--- config.mk ---
export PLATFORM = sky130hd
export DESIGN_NAME = qpa_seq
export DESIGN_NICKNAME = d
export VERILOG_FILES = /design/src/hdl/qpa_pkg.sv /design/src/hdl/qpa_seq.sv
export VERILOG_INCLUDE_DIRS = /design/src /design/src/hdl
export SDC_FILE = /design/constraint.sdc
export NUM_CORES = 1
export LEC_CHECK = 0
export BUFFER_PORTS_ARGS = -buffer_cell sky130_fd_sc_hd__buf_2
export CAP_MARGIN = 10
export CORE_MARGIN = 8
export CORE_UTILIZATION = 60
export DETAILED_ROUTE_END_ITERATION = 8
export PLACE_DENSITY = 0.82
export SYNTH_ARGS = -nofsm -noshare
export SYNTH_HDL_FRONTEND = slang
export SYNTH_SLANG_ARGS = --single-unit
--- constraint.sdc ---
create_clock -name clock -period 6.9 [get_ports clock]
set_input_delay 0.345 -clock clock [delete_from_list [all_inputs] [get_ports clock]]
set_output_delay 0.345 -clock clock [all_outputs]
set_load 0.02 [all_outputs]
--- src/hdl/quadtree_pyramid_argmax_macros.svh ---
// ----------------------------------------------------------------------------
// Assertion macros
// Shared concurrent assertion forms, clocked on clock and disabled in reset.
// ----------------------------------------------------------------------------
`ifndef QUADTREE_PYRAMID_ARGMAX_MACROS_SVH
`define QUADTREE_PYRAMID_ARGMAX_MACROS_SVH

// same-cycle implication
`define QPA_ASSERT_IMP(lbl, ante, cons, msg) \
   lbl: assert property (@(posedge clock) disable iff (reset) (ante) |-> (cons)) \
      else $error(msg);

// next-cycle implication
`define QPA_ASSERT_NXT(lbl, ante, cons, msg) \
   lbl: assert property (@(posedge clock) disable iff (reset) (ante) |=> (cons)) \
      else $error(msg);

`endif

--- src/hdl/qpa_pkg.sv ---
// ----------------------------------------------------------------------------
// qpa_pkg
// Sizes, codes, port structs and helper functions of the pyramid argmax.
// ----------------------------------------------------------------------------
package qpa_pkg;

   localparam int TOP_RES      = 64;
   localparam int RES_W        = $clog2(TOP_RES);
   localparam int TOP_CELLS    = TOP_RES * TOP_RES;
   localparam int TOP_AW       = $clog2(TOP_CELLS);
   localparam int LEVELS       = RES_W;
   localparam int LVL_W        = $clog2(LEVELS);
   localparam int COARSE_DEPTH = (TOP_CELLS - 4) / 3;
   localparam int COARSE_AW    = $clog2(COARSE_DEPTH);
   localparam int DATA_W       = 32;
   localparam int TOTAL_W      = DATA_W + TOP_AW;

   typedef enum logic [1:0] {
      CMD_ADD   = 2'd0,
      CMD_CLEAR = 2'd1,
      CMD_QUERY = 2'd2
   } cmd_type;

   typedef enum logic [2:0] {
      ST_CLEAR,
      ST_IDLE,
      ST_ADD,
      ST_BUILD,
      ST_DRAIN,
      ST_DESC,
      ST_RESP
   } state_type;

   typedef struct packed {
      logic                 we;
      logic [TOP_AW-1:0]    waddr;
      logic [DATA_W-1:0]    wdata;
      logic [TOP_AW-1:0]    raddr;
   } top_port_type;

   typedef struct packed {
      logic                 we;
      logic [COARSE_AW-1:0] waddr;
      logic [DATA_W-1:0]    wdata;
      logic [COARSE_AW-1:0] raddr;
   } coarse_port_type;

   typedef struct packed {
      logic              valid;
      logic              found;
      logic [TOP_AW-1:0] center;
   } result_type;

   // saturating signed add
   function automatic logic signed [DATA_W-1:0] sat_add(
      input logic signed [DATA_W-1:0] a,
      input logic signed [DATA_W-1:0] b);
      logic signed [DATA_W:0] s;
      s = {a[DATA_W-1], a} + {b[DATA_W-1], b};
      if (s[DATA_W] != s[DATA_W-1]) begin
         return s[DATA_W] ? {1'b1, {(DATA_W-1){1'b0}}} : {1'b0, {(DATA_W-1){1'b1}}};
      end
      return s[DATA_W-1:0];
   endfunction

   // address of cell (row, col) of coarse level k, levels packed finest first
   function automatic logic [COARSE_AW-1:0] coarse_addr(
      input logic [LVL_W-1:0] k,
      input logic [RES_W-1:0] row,
      input logic [RES_W-1:0] col);
      int unsigned acc;
      acc = 0;
      for (int i = 1; i < LEVELS; i++) begin
         if (i < int'(k)) acc += (TOP_RES >> i) * (TOP_RES >> i);
      end
      acc += (int'(row) << (RES_W - int'(k))) + int'(col);
      return COARSE_AW'(acc);
   endfunction

endpackage

--- src/hdl/qpa_seq.sv ---
// ----------------------------------------------------------------------------
// qpa_seq
// Command sequencer: add, clear sweep, pyramid rebuild and max descent.
// ----------------------------------------------------------------------------
`include "quadtree_pyramid_argmax_macros.svh"

module qpa_seq import qpa_pkg::*; (
   input  logic                     clock,
   input  logic                     reset,
   input  logic                     req_valid,
   output logic                     req_ready,
   input  logic [1:0]               req_command,
   input  logic [TOP_AW-1:0]        req_cell_index,
   input  logic signed [DATA_W-1:0] req_value,
   input  logic                     out_free,
   output result_type               res,
   output top_port_type             top_port,
   input  logic [DATA_W-1:0]        top_rdata,
   output coarse_port_type          coarse_port,
   input  logic [DATA_W-1:0]        coarse_rdata
);

   localparam logic [LVL_W-1:0] LVL_LAST = LVL_W'(LEVELS - 1);
   localparam logic [LVL_W-1:0] LVL_ONE  = LVL_W'(1);
   localparam logic [DATA_W-1:0] POS_MAX = {1'b0, {(DATA_W-1){1'b1}}};

   state_type                state_ff, state_in;
   logic [LVL_W-1:0]         lvl_ff, lvl_in;
   logic [RES_W-1:0]         row_ff, row_in, col_ff, col_in;
   logic [1:0]               q_ff, q_in;
   logic [2:0]               cnt_ff, cnt_in;
   logic [TOP_AW-1:0]        clr_ff, clr_in;
   logic [TOP_AW-1:0]        add_idx_ff, add_idx_in;
   logic signed [DATA_W-1:0] add_val_ff, add_val_in;
   logic                     stale_ff, stale_in;
   logic                     zero_ff, zero_in;
   logic signed [TOTAL_W-1:0] total_ff, total_in;
   logic [DATA_W-1:0]        acc_ff, acc_in;
   logic                     tag_valid_ff, tag_valid_in;
   logic                     tag_build_ff, tag_build_in;
   logic                     tag_top_ff, tag_top_in;
   logic [1:0]               tag_q_ff, tag_q_in;
   logic [COARSE_AW-1:0]     tag_waddr_ff, tag_waddr_in;
   logic signed [DATA_W-1:0] bval_ff, bval_in;
   logic [1:0]               bq_ff, bq_in;
   logic                     found_ff, found_in;
   logic [TOP_AW-1:0]        cell_ff, cell_in;

   logic signed [DATA_W-1:0] rdata;
   logic [DATA_W-1:0]        pos, acc_sum, acc_new;
   logic                     take_new;
   logic signed [DATA_W-1:0] sel_val;
   logic [1:0]               sel_q;
   logic [RES_W-1:0]         last_coord, crow, ccol, nrow, ncol;
   logic                     zero_now;

   // returning read data and its bookkeeping
   always_comb begin
      rdata    = tag_top_ff ? top_rdata : coarse_rdata;
      pos      = (rdata > 0) ? rdata : '0;
      acc_sum  = acc_ff + pos;
      acc_new  = (tag_q_ff == 2'd0) ? pos : (acc_sum[DATA_W-1] ? POS_MAX : acc_sum);
      take_new = (tag_q_ff == 2'd0) || (rdata > bval_ff);
      sel_val  = take_new ? rdata : bval_ff;
      sel_q    = take_new ? tag_q_ff : bq_ff;
      nrow     = {row_ff[RES_W-2:0], sel_q[1]};
      ncol     = {col_ff[RES_W-2:0], sel_q[0]};
      last_coord = RES_W'((TOP_RES >> lvl_ff) - 1);
   end

   always_ff @(posedge clock) begin
      if (reset) begin
         state_ff     <= ST_CLEAR;
         clr_ff       <= '0;
         stale_ff     <= 1'b1;
         zero_ff      <= 1'b0;
         tag_valid_ff <= 1'b0;
      end else begin
         state_ff     <= state_in;
         clr_ff       <= clr_in;
         stale_ff     <= stale_in;
         zero_ff      <= zero_in;
         tag_valid_ff <= tag_valid_in;
      end
      lvl_ff       <= lvl_in;
      row_ff       <= row_in;
      col_ff       <= col_in;
      q_ff         <= q_in;
      cnt_ff       <= cnt_in;
      add_idx_ff   <= add_idx_in;
      add_val_ff   <= add_val_in;
      total_ff     <= total_in;
      acc_ff       <= acc_in;
      tag_build_ff <= tag_build_in;
      tag_top_ff   <= tag_top_in;
      tag_q_ff     <= tag_q_in;
      tag_waddr_ff <= tag_waddr_in;
      bval_ff      <= bval_in;
      bq_ff        <= bq_in;
      found_ff     <= found_in;
      cell_ff      <= cell_in;
   end

   always_comb begin
      state_in     = state_ff;
      lvl_in       = lvl_ff;
      row_in       = row_ff;
      col_in       = col_ff;
      q_in         = q_ff;
      cnt_in       = cnt_ff;
      clr_in       = clr_ff;
      add_idx_in   = add_idx_ff;
      add_val_in   = add_val_ff;
      stale_in     = stale_ff;
      zero_in      = zero_ff;
      total_in     = total_ff;
      acc_in       = acc_ff;
      tag_valid_in = 1'b0;
      tag_build_in = tag_build_ff;
      tag_top_in   = tag_top_ff;
      tag_q_in     = tag_q_ff;
      tag_waddr_in = tag_waddr_ff;
      bval_in      = bval_ff;
      bq_in        = bq_ff;
      found_in     = found_ff;
      cell_in      = cell_ff;
      crow         = '0;
      ccol         = '0;
      zero_now     = zero_ff;
      req_ready    = 1'b0;
      res          = '{valid: 1'b0, found: found_ff, center: cell_ff};
      top_port     = '{we: 1'b0, waddr: add_idx_ff, wdata: '0, raddr: req_cell_index};
      coarse_port  = '{we: 1'b0, waddr: tag_waddr_ff, wdata: acc_new, raddr: '0};

      // retire the read issued last cycle
      if (tag_valid_ff && tag_build_ff) begin
         acc_in = acc_new;
         if (tag_top_ff) total_in = total_ff + TOTAL_W'(rdata);
         if (tag_q_ff == 2'd3) coarse_port.we = 1'b1;
      end
      if (tag_valid_ff && !tag_build_ff) begin
         bval_in = sel_val;
         bq_in   = sel_q;
      end

      case (state_ff)
         ST_CLEAR: begin
            top_port.we    = 1'b1;
            top_port.waddr = clr_ff;
            clr_in         = clr_ff + 1'b1;
            if (clr_ff == TOP_AW'(TOP_CELLS - 1)) state_in = ST_IDLE;
         end
         ST_IDLE: begin
            req_ready = 1'b1;
            if (req_valid) begin
               case (req_command)
                  CMD_ADD: begin
                     if ({1'b0, req_cell_index} < (TOP_AW+1)'(TOP_CELLS)) begin
                        add_idx_in = req_cell_index;
                        add_val_in = req_value;
                        stale_in   = 1'b1;
                        state_in   = ST_ADD;
                     end
                  end
                  CMD_CLEAR: begin
                     clr_in   = '0;
                     stale_in = 1'b1;
                     state_in = ST_CLEAR;
                  end
                  CMD_QUERY: begin
                     row_in = '0;
                     col_in = '0;
                     if (stale_ff) begin
                        lvl_in   = LVL_ONE;
                        q_in     = '0;
                        total_in = '0;
                        state_in = ST_BUILD;
                     end else if (zero_ff) begin
                        found_in = 1'b0;
                        cell_in  = '0;
                        state_in = ST_RESP;
                     end else begin
                        lvl_in   = LVL_LAST;
                        cnt_in   = '0;
                        state_in = ST_DESC;
                     end
                  end
                  default: begin
                  end
               endcase
            end
         end
         ST_ADD: begin
            top_port.we    = 1'b1;
            top_port.wdata = sat_add(top_rdata, add_val_ff);
            state_in       = ST_IDLE;
         end
         ST_BUILD: begin
            crow         = {row_ff[RES_W-2:0], q_ff[1]};
            ccol         = {col_ff[RES_W-2:0], q_ff[0]};
            top_port.raddr    = {crow, ccol};
            coarse_port.raddr = coarse_addr(lvl_ff - 1'b1, crow, ccol);
            tag_valid_in = 1'b1;
            tag_build_in = 1'b1;
            tag_top_in   = (lvl_ff == LVL_ONE);
            tag_q_in     = q_ff;
            tag_waddr_in = coarse_addr(lvl_ff, row_ff, col_ff);
            q_in         = q_ff + 1'b1;
            if (q_ff == 2'd3) begin
               if (col_ff == last_coord) begin
                  col_in = '0;
                  if (row_ff == last_coord) begin
                     row_in   = '0;
                     state_in = ST_DRAIN;
                  end else begin
                     row_in = row_ff + 1'b1;
                  end
               end else begin
                  col_in = col_ff + 1'b1;
               end
            end
         end
         ST_DRAIN: begin
            if (lvl_ff == LVL_ONE) begin
               zero_now = (total_in == '0);
               zero_in  = zero_now;
            end
            if (lvl_ff == LVL_LAST) begin
               stale_in = 1'b0;
               if (zero_now) begin
                  found_in = 1'b0;
                  cell_in  = '0;
                  state_in = ST_RESP;
               end else begin
                  cnt_in   = '0;
                  state_in = ST_DESC;
               end
            end else begin
               lvl_in   = lvl_ff + 1'b1;
               q_in     = '0;
               state_in = ST_BUILD;
            end
         end
         ST_DESC: begin
            if (!cnt_ff[2]) begin
               crow              = {row_ff[RES_W-2:0], cnt_ff[1]};
               ccol              = {col_ff[RES_W-2:0], cnt_ff[0]};
               top_port.raddr    = {crow, ccol};
               coarse_port.raddr = coarse_addr(lvl_ff, crow, ccol);
               tag_valid_in      = 1'b1;
               tag_build_in      = 1'b0;
               tag_top_in        = (lvl_ff == '0);
               tag_q_in          = cnt_ff[1:0];
               cnt_in            = cnt_ff + 1'b1;
            end else begin
               if (lvl_ff == LVL_LAST && sel_val <= 0) begin
                  found_in = 1'b0;
                  cell_in  = '0;
                  state_in = ST_RESP;
               end else if (lvl_ff == '0) begin
                  found_in = 1'b1;
                  cell_in  = {nrow, ncol};
                  state_in = ST_RESP;
               end else begin
                  lvl_in = lvl_ff - 1'b1;
                  row_in = nrow;
                  col_in = ncol;
                  cnt_in = '0;
               end
            end
         end
         ST_RESP: begin
            res.valid = out_free;
            if (out_free) state_in = ST_IDLE;
         end
         default: begin
            state_in = ST_IDLE;
         end
      endcase
   end

   // the first level reads the grid memory, so the coarse read port is unused there
   `QPA_ASSERT_IMP(a_notfound_zero, res.valid && !res.found, res.center == '0, "cell not zero")
   `QPA_ASSERT_IMP(a_res_free, res.valid, out_free, "result while output busy")
   `QPA_ASSERT_NXT(a_add_writes, req_valid && req_ready && req_command == CMD_ADD,
      top_port.we, "add not written back")
   `QPA_ASSERT_IMP(a_no_rw_clash, coarse_port.we && state_ff == ST_BUILD && lvl_ff != LVL_ONE,
      coarse_port.waddr != coarse_port.raddr, "coarse read/write overlap")

endmodule

==> results.txt <==
- Global-route wire length before repair: 107,400 microns
- For this run, the post-layout net count is 2,870.
- In this run the worst hold path is classified as in2reg.
- Mapped cell area: 19,850 sq um
- Clk slew on worst S/H paths: 0.06 ns
- Count of vias placed by the detailed router: 19,898
- Using the TritonRoute via totals, the vias-per-cell ratio works out to 6.591.
- At the pin with the least slew margin, the transition time is 1.243 ns.
- The analysis attributes to cell leakage a power of 9.797 nW.
- The count of endpoints failing hold in the final timing report came to 0.
- The total area inside the core boundary comes to 32,540 sq um.
* Slowest cell on crit path: sky130_fd_sc_hd__o211a_2
- Data arrives at the worst endpoint at 6.00 ns.
- Routed WL: 69,630 microns
- Maximum single-stage delay on the critical path: 0.70 ns
- Gp weighted congestion: 1.016
* Worst-case register-to-register setup slack: 0.72 ns
- In this run the number of H-tree levels came out at 1.
- For this run, the register share of the synthesized area comes to 0.3016.
- The design draws 5.062 mW.
- Final instance area: 22,720 sq um
- Of the available clock period, the critical path in the final layout requires 0.9202.
- Vias in the first global route: 19,107
- The area growth from synthesis to layout is 14.51%.
* Die Ht: 197.9 microns
- Total of flip-flops plus latches after synthesis: 220
- Excluding fillers, the count of instances in the completed layout stands at 3,019.
- Setup violations remaining at the end of the flow were counted as 0.
- The clock net in this run drives a total of 220 sinks.
* Largest net degree at the start of global routing: 45
- The total overflow left after global routing is 0.
- Including well taps, the total number of placed cells is 2,906.
- All-Layer GR Usage: 0.3425
- Fill cells in the final layout number 2,721.
* Most frequent standard cell in the layout excluding fill and tap cells: sky130_fd_sc_hd__buf_2
- Clock Tree Root: sky130_fd_sc_hd__clkbuf_16
- After synthesis, the netlist uses 87 different library cells.
* Number of pins exceeding their max-slew limit in the final report: 0
* Max Clock Skew: 0.01466 ns
- Average cell area after synthesis: 8.558 sq um
* Detailed-route wire length per cell: 23.06 microns
- Worst-Skew Late Latency: 0.57 ns
- Outcome: finished, final reports clean
- The worst setup path is captured at a primary output.
* Most frequent cells in the layout: sky130_fd_sc_hd__buf_2 (239), sky130_fd_sc_hd__nand2_1 (219), sky130_fd_sc_hd__a21oi_1 (211)
* Kind of critical path: reg2out
- Worst-case headroom to the max-slew limit: 0.1692
- Initial Util: 0.6099
- Of all nets on the critical path, the largest fanout is 31.
- Worst Min Path Start: reset
- Derived from the worst setup path, the maximum achievable clock frequency is 157.5 MHz.
- Setup repair after global routing missed its margin: false
* CTS tree: built
- The tool flagged a number of max-cap violations equal to 0.
- For this design the ratio of total power to cell area is 222.8 nW/um^2.
- TritonCTS buffer count: 27
- Count of routing violations after the opening detailed-route iteration: 2,302
- Clock Tree Buf Depth: 3
- The number of antenna violations at the first check in global routing was 15.
- The HPWL after detailed placement is 52,730 microns.
- Summing all placed instances gives a cell area of 21,320 sq um.
- For this run, design rule violations remaining after detail routing come to 0.
- Setup total negative slack on the finished layout was measured at 0 ns.
- The die is 197.9 microns wide.
- STA puts the critical path data required time at 6.55 ns.
* Synth async-reset ratio: 0
- Buffers added on ports: 239
- Largest voltage drop on the vdd net: 0.0002259 V
- For this run, the number of Yosys warnings is 0.
* Crit. Startpoint: tag_top_ff$_DFFE_PP_
- Worst R2R Start: tag_top_ff$_DFFE_PP_
* TritonRoute pass-1 iters: 6
* Fraction of layout cells with a size suffix above 1: 0.1537
- In this run the core area contains 66 standard-cell rows.
* Antenna viol nets, final: 0
- The worst path needs 6.349 ns of the cycle, external delays included.
* Number of enable flip-flop cells after synthesis: 158
- The die covers 39,150 sq um.
- The critical path goes through buf_12 -> buf_12 -> mux2_2 -> or3_1 -> a21oi_1 -> nand4_1 -> buf_4 -> nand3_1 -> inv_1 -> ha_1 -> a21o_1 -> a21o_1 -> a211oi_1 -> o211ai_1 -> nand2_1 -> nor2_1 -> o2111ai_1 -> a31oi_1 -> nand4_1 -> o211a_2 -> nor2_1 -> a21oi_1 -> buf_2.
- For this run, the share of the core covered by cells in the final layout is 0.6984.
- Prevailing post-synth register cell: sky130_fd_sc_hd__edfxtp_1
- Pin placement for this block handled 241 I/O pins.
* Synthesized netlist cell count: 2,319
- Critical Path Source Type: register
[report_power, final]
| part | total, mW | internal [mW] | switching [mW] |
|---|---|---|---|
| Sequential | 1.63 | 1.52 | 0.112 |
| Combinational | 1.99 | 0.736 | 1.25 |
| Clock | 1.44 | 0.838 | 0.605 |
| Total | 5.06 | 3.10 | 1.97 |
[path summary, 6_finish.rpt]
kind / cells after the start / end
worst max-delay path: 23 / coarse_port[12]
worst min-delay path: 2 / clr_ff[1]$_SDFFE_PP0P_
worst max register to register: 15 / row_ff[2]$_DFFE_PP_
worst min register to register: 2 / total_ff[25]$_DFF_P_
[cells by family after synthesis]
family,after synthesis,share of synthesized area
flip-flops,220,0.3016
AND/OR/NAND/NOR,797,0.1957
multiplexers,92,0.05101
buffers and inverters,205,0.03972
adder cells (fa/ha/maj),214,0.1395
other,1,0.0001890
XOR/XNOR,129,0.05693
AO/OA/AOI/OAI,661,0.2154
[stage by stage]
| stage | hold slack, ns | setup WS (ns) |
|---|---|---|
| final | 0.1307 | 0.5507 |
| after global routing | 0.1244 | 0.2901 |
| after CTS | 0.09722 | 0.1425 |
| after detailed placement | 0.4761 | 0.3931 |
| after global placement | 0.4650 | 0.3813 |
| after floorplan | 0.4439 | 0.7209 |
[cells in the mapped netlist (19+ instances only)]
cell type	instances	area (sq um)
sky130_fd_sc_hd__nand2b_1	34	212.7
sky130_fd_sc_hd__o22a_1	31	271.5
sky130_fd_sc_hd__xnor2_1	87	762.0
sky130_fd_sc_hd__dfxtp_1	62	1241
sky130_fd_sc_hd__and2_1	33	206.5
sky130_fd_sc_hd__a21oi_1	211	1056
sky130_fd_sc_hd__nand2_1	220	825.8
sky130_fd_sc_hd__o21ai_0	113	565.5
sky130_fd_sc_hd__edfxtp_1	158	4745
sky130_fd_sc_hd__o211ai_1	19	142.6
sky130_fd_sc_hd__nor4_1	29	181.4
sky130_fd_sc_hd__o21bai_1	23	172.7
sky130_fd_sc_hd__ha_1	202	2527
sky130_fd_sc_hd__nor2_1	199	747.0
sky130_fd_sc_hd__o22ai_1	21	131.4
sky130_fd_sc_hd__a21o_1	54	405.4
sky130_fd_sc_hd__nor2b_1	30	187.7
sky130_fd_sc_hd__o21a_1	20	150.1
sky130_fd_sc_hd__nand3_1	57	285.3
sky130_fd_sc_hd__nand4_1	46	287.8
sky130_fd_sc_hd__mux2i_1	19	190.2
sky130_fd_sc_hd__nor3_1	57	285.3
sky130_fd_sc_hd__a211oi_1	31	232.7
sky130_fd_sc_hd__a31oi_1	30	187.7
sky130_fd_sc_hd__clkbuf_1	96	360.4
sky130_fd_sc_hd__mux2_2	72	810.8
sky130_fd_sc_hd__inv_1	89	334.1
sky130_fd_sc_hd__and3_1	37	231.5
sky130_fd_sc_hd__xor2_1	42	367.9
[per-layer routing]
| layer | share of wire | global-route usage | vias up |
|---|---|---|---|
| met4 | 0.040 | 0.1424 | 4 |
| li1 | - | - | 9086 |
| met3 | 0.10 | 0.06910 | 204 |
| met2 | 0.44 | 0.5340 | 1128 |
| met5 | 0.00039 | 0 | - |
| met1 | 0.42 | 0.4590 | 9476 |
[sequential cells by signal, summed over array words and instances, names as in the netlist, 11 cells and up]
name / cells
total_ff: 44
acc_ff: 32
add_val_ff: 32
bval_ff: 32
add_idx_ff: 12
cell_ff: 12
clr_ff: 12
tag_waddr_ff: 11
[worst max-delay path, delay by kind of cell, from the launching register on]
family,cells,cell delay [ns]
AOI/OAI and AO/OA,9,2.38
adders and majority gates,1,0.27
buffers and inverters,5,0.82
DFF,1,0.42
muxes,1,0.36
and+or+nand+nor,7,1.15
[layout make-up]
class / instances / area [sq um] / area share
inverter: 92 / 345.3 / 0.01520
tap: 442 / 553.0 / 0.02434
clock inverter: 10 / 103.9 / 0.004570
antenna: 14 / 35.03 / 0.001542
clock buffer: 40 / 764.5 / 0.03364
multi-input combinational: 1895 / 13090 / 0.5760
timing repair buffer: 306 / 1847 / 0.08127
sequential: 220 / 5986 / 0.2634
[timing repair]
action | 4_1_cts | 5_1_grt
hold endpoints to repair | 44 | 0
setup buffers | 0 | 5
hold buffers | 44 | 0
gates resized for setup | 1 | 0
setup endpoints to repair | 29 | 50
No activity file was read; power rests on OpenSTA's default activity.
